`src/irpc_pkg.sv`:
```
// irpc_pkg: shared types and fixed constants for the ir pulse capture and replay unit
// used by irpc_store, irpc_core and ir_pulse_capture_replay_unit; depends on nothing
package irpc_pkg;

  localparam int COUNT_W = 16;
  localparam int GAP_W   = 20;
  localparam int LEN_W   = 9;
  localparam int IN_W    = 8;
  localparam int OUT_W   = 16;

  localparam logic [COUNT_W-1:0] COUNT_MAX = 16'hFFFF;
  localparam logic [GAP_W-1:0]   GAP_RESET = 20'd100000;

  // bit positions of the result fields in the output tdata
  localparam int OUT_CARRIER = 0;
  localparam int OUT_PRESENT = 1;
  localparam int OUT_LEN_LO  = 2;
  localparam int OUT_BUSY    = 11;
  localparam int OUT_FULL    = 12;

  typedef struct packed {
    logic armed;
    logic present;
    logic busy;
    logic full;
  } irpc_status_t;

endpackage

```
`src/irpc_core.sv`:
```
// irpc_core: capture timer, write pointer, replay sequencer, gap timer and detection
// produces the next result word and drives the duration store; uses irpc_pkg
module irpc_core #(
  parameter int STORE_DEPTH   = 512,
  parameter int CHECK_ENTRIES = 5,
  parameter int AW            = 9,
  parameter int WIW           = 10
) (
  input  logic                         clk,
  input  logic                         rst,
  input  logic                         en,
  input  logic                         tick,
  input  logic                         edge_req,
  input  logic                         button,
  input  logic [irpc_pkg::GAP_W-1:0]   gap_ticks,
  input  logic [irpc_pkg::COUNT_W-1:0] entry,
  output logic                         wr_en,
  output logic [AW-1:0]                wr_addr,
  output logic [irpc_pkg::COUNT_W-1:0] wr_data,
  output logic [AW-1:0]                rd_addr,
  output logic [WIW-1:0]               fill,
  output irpc_pkg::irpc_status_t       status,
  output logic [irpc_pkg::OUT_W-1:0]   res_next
);
  import irpc_pkg::*;

  // checked entries past the end of the store always read as zero
  localparam int CHK_LIM = (CHECK_ENTRIES < STORE_DEPTH) ? CHECK_ENTRIES : STORE_DEPTH;

  logic               armed, armed_next;
  logic               timer_running, timer_running_next;
  logic [COUNT_W-1:0] interval_count, interval_count_next;
  logic [WIW-1:0]     write_index, write_index_next;
  logic [AW-1:0]      last_nonzero, last_nonzero_next;
  logic               present, present_next;
  logic [AW-1:0]      length_reg, length_reg_next;
  logic               busy, busy_next;
  logic [AW-1:0]      play_index, play_index_next;
  logic [COUNT_W-1:0] play_count, play_count_next;
  logic [GAP_W-1:0]   gap_count, gap_count_next;
  logic               full, full_next;
  logic               room;
  logic [AW+LEN_W-1:0] len_ext;

  assign room    = write_index < WIW'(STORE_DEPTH);
  assign wr_en   = en && armed && edge_req && room;
  assign wr_addr = write_index[AW-1:0];
  assign wr_data = interval_count;

  always_comb begin
    armed_next          = armed;
    timer_running_next  = timer_running;
    interval_count_next = interval_count;
    write_index_next    = write_index;
    last_nonzero_next   = last_nonzero;
    length_reg_next     = length_reg;
    busy_next           = busy;
    play_index_next     = play_index;
    play_count_next     = play_count;
    gap_count_next      = gap_count;
    full_next           = full;

    // capture
    if (armed && edge_req) begin
      if (room) begin
        if (interval_count != '0) begin
          last_nonzero_next = write_index[AW-1:0];
        end
        write_index_next    = write_index + WIW'(1);
        interval_count_next = '0;
        timer_running_next  = 1'b1;
      end else begin
        full_next = 1'b1;
      end
    end else if (timer_running && tick && (interval_count != COUNT_MAX)) begin
      interval_count_next = interval_count + COUNT_W'(1);
    end

    // replay, gap, start
    if (busy) begin
      if (tick) begin
        if (play_count >= entry) begin
          if (play_index >= length_reg) begin
            busy_next      = 1'b0;
            gap_count_next = gap_ticks;
          end else begin
            play_index_next = play_index + AW'(1);
          end
          play_count_next = '0;
        end else begin
          play_count_next = play_count + COUNT_W'(1);
        end
      end
    end else if (gap_count != '0) begin
      if (tick) begin
        gap_count_next = gap_count - GAP_W'(1);
      end
    end else if (button && present) begin
      // first replay latches the length and ends capture
      if (armed) begin
        length_reg_next    = last_nonzero_next;
        armed_next         = 1'b0;
        timer_running_next = 1'b0;
      end
      busy_next       = 1'b1;
      play_index_next = '0;
      play_count_next = '0;
    end

    // detection only needs to watch writes into the checked entries
    present_next = present ||
                   (armed && edge_req && room && (interval_count != '0) &&
                    (write_index < WIW'(CHK_LIM)));
  end

  always_ff @(posedge clk) begin
    if (rst) begin
      armed          <= 1'b1;
      timer_running  <= 1'b0;
      interval_count <= '0;
      write_index    <= WIW'(1);
      last_nonzero   <= '0;
      present        <= 1'b0;
      length_reg     <= '0;
      busy           <= 1'b0;
      play_index     <= '0;
      play_count     <= '0;
      gap_count      <= '0;
      full           <= 1'b0;
    end else if (en) begin
      armed          <= armed_next;
      timer_running  <= timer_running_next;
      interval_count <= interval_count_next;
      write_index    <= write_index_next;
      last_nonzero   <= last_nonzero_next;
      present        <= present_next;
      length_reg     <= length_reg_next;
      busy           <= busy_next;
      play_index     <= play_index_next;
      play_count     <= play_count_next;
      gap_count      <= gap_count_next;
      full           <= full_next;
    end
  end

  // prefetch the entry the sequencer will look at on the next transfer
  assign rd_addr = en ? play_index_next : play_index;
  assign fill    = en ? write_index_next : write_index;

  assign status.armed   = armed;
  assign status.present = present;
  assign status.busy    = busy;
  assign status.full    = full;

  assign len_ext = {{LEN_W{1'b0}}, length_reg_next};

  always_comb begin
    res_next = '0;
    res_next[OUT_CARRIER]                  = busy_next && !play_index_next[0];
    res_next[OUT_PRESENT]                  = present_next;
    res_next[OUT_LEN_LO +: LEN_W]          = len_ext[LEN_W-1:0];
    res_next[OUT_BUSY]                     = busy_next;
    res_next[OUT_FULL]                     = full_next;
  end

endmodule

```
`config.mk`:
```
export PLATFORM = sky130hd
export DESIGN_NAME = irpc_core
export DESIGN_NICKNAME = d
export VERILOG_FILES = /design/src/irpc_pkg.sv /design/src/irpc_core.sv
export SDC_FILE = /design/constraint.sdc
export NUM_CORES = 1
export LEC_CHECK = 0
export BUFFER_PORTS_ARGS = -buffer_cell sky130_fd_sc_hd__buf_4
export CAP_MARGIN = 15
export CORE_MARGIN = 1.5
export CORE_UTILIZATION = 51
export DETAILED_ROUTE_END_ITERATION = 10
export PLACE_DENSITY = 0.8
export SYNTH_ARGS = -nofsm -noshare
export SYNTH_HDL_FRONTEND = slang
export SYNTH_SLANG_ARGS = --single-unit
export TNS_END_PERCENT = 5
```
`constraint.sdc`:
```
create_clock -name clk -period 2.5 [get_ports clk]
set_input_delay 0.25 -clock clk [delete_from_list [all_inputs] [get_ports clk]]
set_output_delay 0.25 -clock clk [all_outputs]
set_load 0.01 [all_outputs]
```
==> flow_summary_export.csv <==
group,metric,value,unit
status,run_status,"finished with violations",
status,violations,"negative setup slack",
sta,timing.final.crit_share,1.24,
finish,regMostFlops,"gap_count",
yosys,async_flop_share,0,
place,place_inst,977,
yosys,synth_cells,704,
yosys,yosysSeqAreaShare,0.335,
clock_tree,clk_latency,0.38,ns
yosys,synth_edf_count,0,
yosys,ys_warn_count,0,
routing,dr.first_iter.drc_count,262,
global_route,grt_pass1_vias,5382,
clock_tree,htree_num_levels,3,
finish,layout-drive-gt1-share,0.315,
finish,fillers,844,
finish,post-route-util,0.695,
yosys,synth_flop_cell,"dfxtp_1",
global_route,antenna_found_initial,0,
critical_path,crit_path_end_kind,"output pin",
floorplanning,rows,38,
critical_path,startpoint_type,"flip-flop",
sta,max_slew_margin,0.642,
routing,drc,0,
routing,drtPass1Iterations,6,
floorplanning,die_h,108,um
clock_tree,cts_tree,"done",
sta,whs,0.162,ns
yosys,synth-seq-cells,94,
sta,worst_slew_pin_slew,0.537,ns
finish,largest_reg_flops,20,
finish,fin_cells,1001,
sta,clock.fmax,324,MHz
routing,vias_per_cell,5.68,
sta,fin_ws,-0.589,ns
sta,finalHoldViolations,0,
pwr,switching_share,0.349,
routing,vias,5687,
critical_path,crit_fanout,4,
routing,wl_per_cell,15.2,um
place,place_congestion,0.847,
critical_path,critPathKind,"flip-flop to output pin",
global_route,overflow,0,
clock_tree,clk_pin_slew_worst_paths,0.10,ns
floorplanning,coreArea,10800,um2
place,place_area,6910,um2
clock_tree,cts.sinks,94,
routing,totalWireLength,15.2,mm
critical_path,worstPathArrival,2.84,ns
pwr,peakVddDrop,0.545,mV
finish,seqCellArea,1890,um2
run,maxCapViolCount,0,
finish,multiInputGateArea,3530,um2
sta,setup_viol,21,
yosys,avgSynthCellArea,7.98,um2
floorplanning,initial_core_util,0.521,
yosys,synth_area_leaders,"dfxtp_1 33%, ha_1 7.1%, nor2_1 5.5%, nand2_1 4.3%, a21oi_1 3.6%",
global_route,grtUsageTotal,0.254,
sta,grt_setup_unrepaired,"true",
floorplanning,pin_count,107,
global_route,grt_pass1_wl,24.0,mm
sta,tns,-7.24,ns
floorplanning,die_w,108,um
yosys,synthesis.area,5620,um2
clock_tree,numCtsBuffers,9,
pwr,p_int,3590,uW
floorplanning,die_area,11700,um2
sta,clock_skew,0.00936,ns
finish,finalInstanceArea,7500,um2
routing,ant_nets,0,
finish,fin_nets,930,
place,dp_hpwl,10.9,mm
sta,slew_violations,0,
yosys,yosys.area.top_type_share,0.335,
place,io_buffer_count,103,
critical_path,critPathRequiredTime,2.25,ns
finish,antennaDiodeCount,0,
yosys,yosysTopAreaCell,"dfxtp_1",
pwr,power_density,735,nW/um2
yosys,yosys-top-cells-count,"94 x dfxtp_1, 83 x nor2_1, 65 x nand2_1, 40 x a21oi_1, 38 x inv_1",
pwr,combPwrFrac,0.431,
sta,min_period,3.09,ns
pwr,p_switching,1920,uW
hold_path,hold_path.class,"input port to flip-flop",
pwr,p_leak,0.00329,uW
yosys,yosysMostFrequentCell,"dfxtp_1",
pwr,seq_power_share,0.324,
clock_tree,clk_path_buf_depth,2,
finish,areaGrowthSynthToFinish,33.5,%
yosys,synth.distinct_cells,65,
global_route,grt_start_max_net_pins,47,
clock_tree,hold_buffers,0,
clock_tree,cts-root-buf,"clkbuf_8",
pwr,p_clk_frac,0.245,
-- metrics by stage --
stage | power, uW | setup WS (ns)
global placement | 3880 | -0.321
finish | 5510 | -0.589
global route | 5810 | -0.654
floorplan | 3180 | -0.0290
CTS | 5380 | -0.586
detailed placement | 3970 | -0.398
-- cells in the final DEF, fill, tap and decap left out, types with 7 or more instances in the layout --
cell	instances
clkbuf_8	9
o21ai_0	16
dfxtp_1	90
mux2i_1	7
and2_1	16
nor2_1	82
a211oi_1	14
nor4_1	10
nand4_1	11
nor3_1	18
a31oi_1	7
xor2_1	18
nand3_1	29
nand2_1	62
o32ai_1	12
ha_1	28
a21oi_1	39
xnor2_1	18
buf_4	186
inv_1	36
and3_1	8
-- critical path, cell delays in order (launching register included) --
cell and delay (ns):
dfxtp_1 0.32, ha_1 0.31, a21oi_1 0.22, o21ai_2 0.11, a221oi_4 0.37, nand3_4 0.14
buf_4 0.17, buf_4 0.12, buf_4 0.13, a32o_1 0.20, a31o_2 0.23, buf_4 0.14
-- final cells by class --
type	count	share of cell area
clock inverters	7	0.0192
clock buffers	9	0.0165
multi-input cells	518	0.470
well taps	140	0.0234
repair buffers	194	0.200
flip-flops and latches	94	0.252
inverters	39	0.0195
-- cells by family (layout without fill, tap and decap cells) --
family,count (synthesis),count (layout),share of synthesized area
simple gates,288,288,0.255
compound gates,147,147,0.182
flops,94,94,0.335
buf+inv,94,249,0.0786
xor+xnor,36,36,0.0561
fa+ha+maj,32,32,0.0713
mux,12,12,0.0216
other cells,1,3,0.000668
-- what timing repair did --
item                       in CTS  in global routing
pin swaps                      13                 12
gates resized for setup        33                 36
buffers inserted                7                  2
cloned                          0                  0
setup endpoints to repair      63                 61
-- worst paths after layout --
check             slack [ns]       endpoint  depth (start not counted)            from
setup / recovery       -0.59     rd_addr[3]                         11  play_count[11]
hold / removal          0.16   gap_count[8]                          2    gap_ticks[8]
setup reg to reg       -0.07  play_index[3]                         11  play_count[11]
hold reg to reg         0.49   gap_count[6]                          2    gap_count[6]
-- layer usage --
layer  GRT usage  wire length [um]  up-vias
li1            -                 -     2800
met1       0.313              6560     2674
met2       0.445              7410      182
met3      0.0410               940       31
met4      0.0968               307        0
met5           0                 0        -
-- power groups by stage --
| stage | Clock, uW | Sequential, uW | Combinational [uW] |
|---|---|---|---|
| floorplan | 0 | 1790 | 1390 |
| global placement | 0 | 1800 | 2080 |
| detailed placement | 0 | 1810 | 2160 |
| CTS | 1360 | 1780 | 2240 |
| global route | 1420 | 1810 | 2580 |
| finish | 1350 | 1790 | 2380 |
Note: power is estimated with default switching activity, not from simulation.
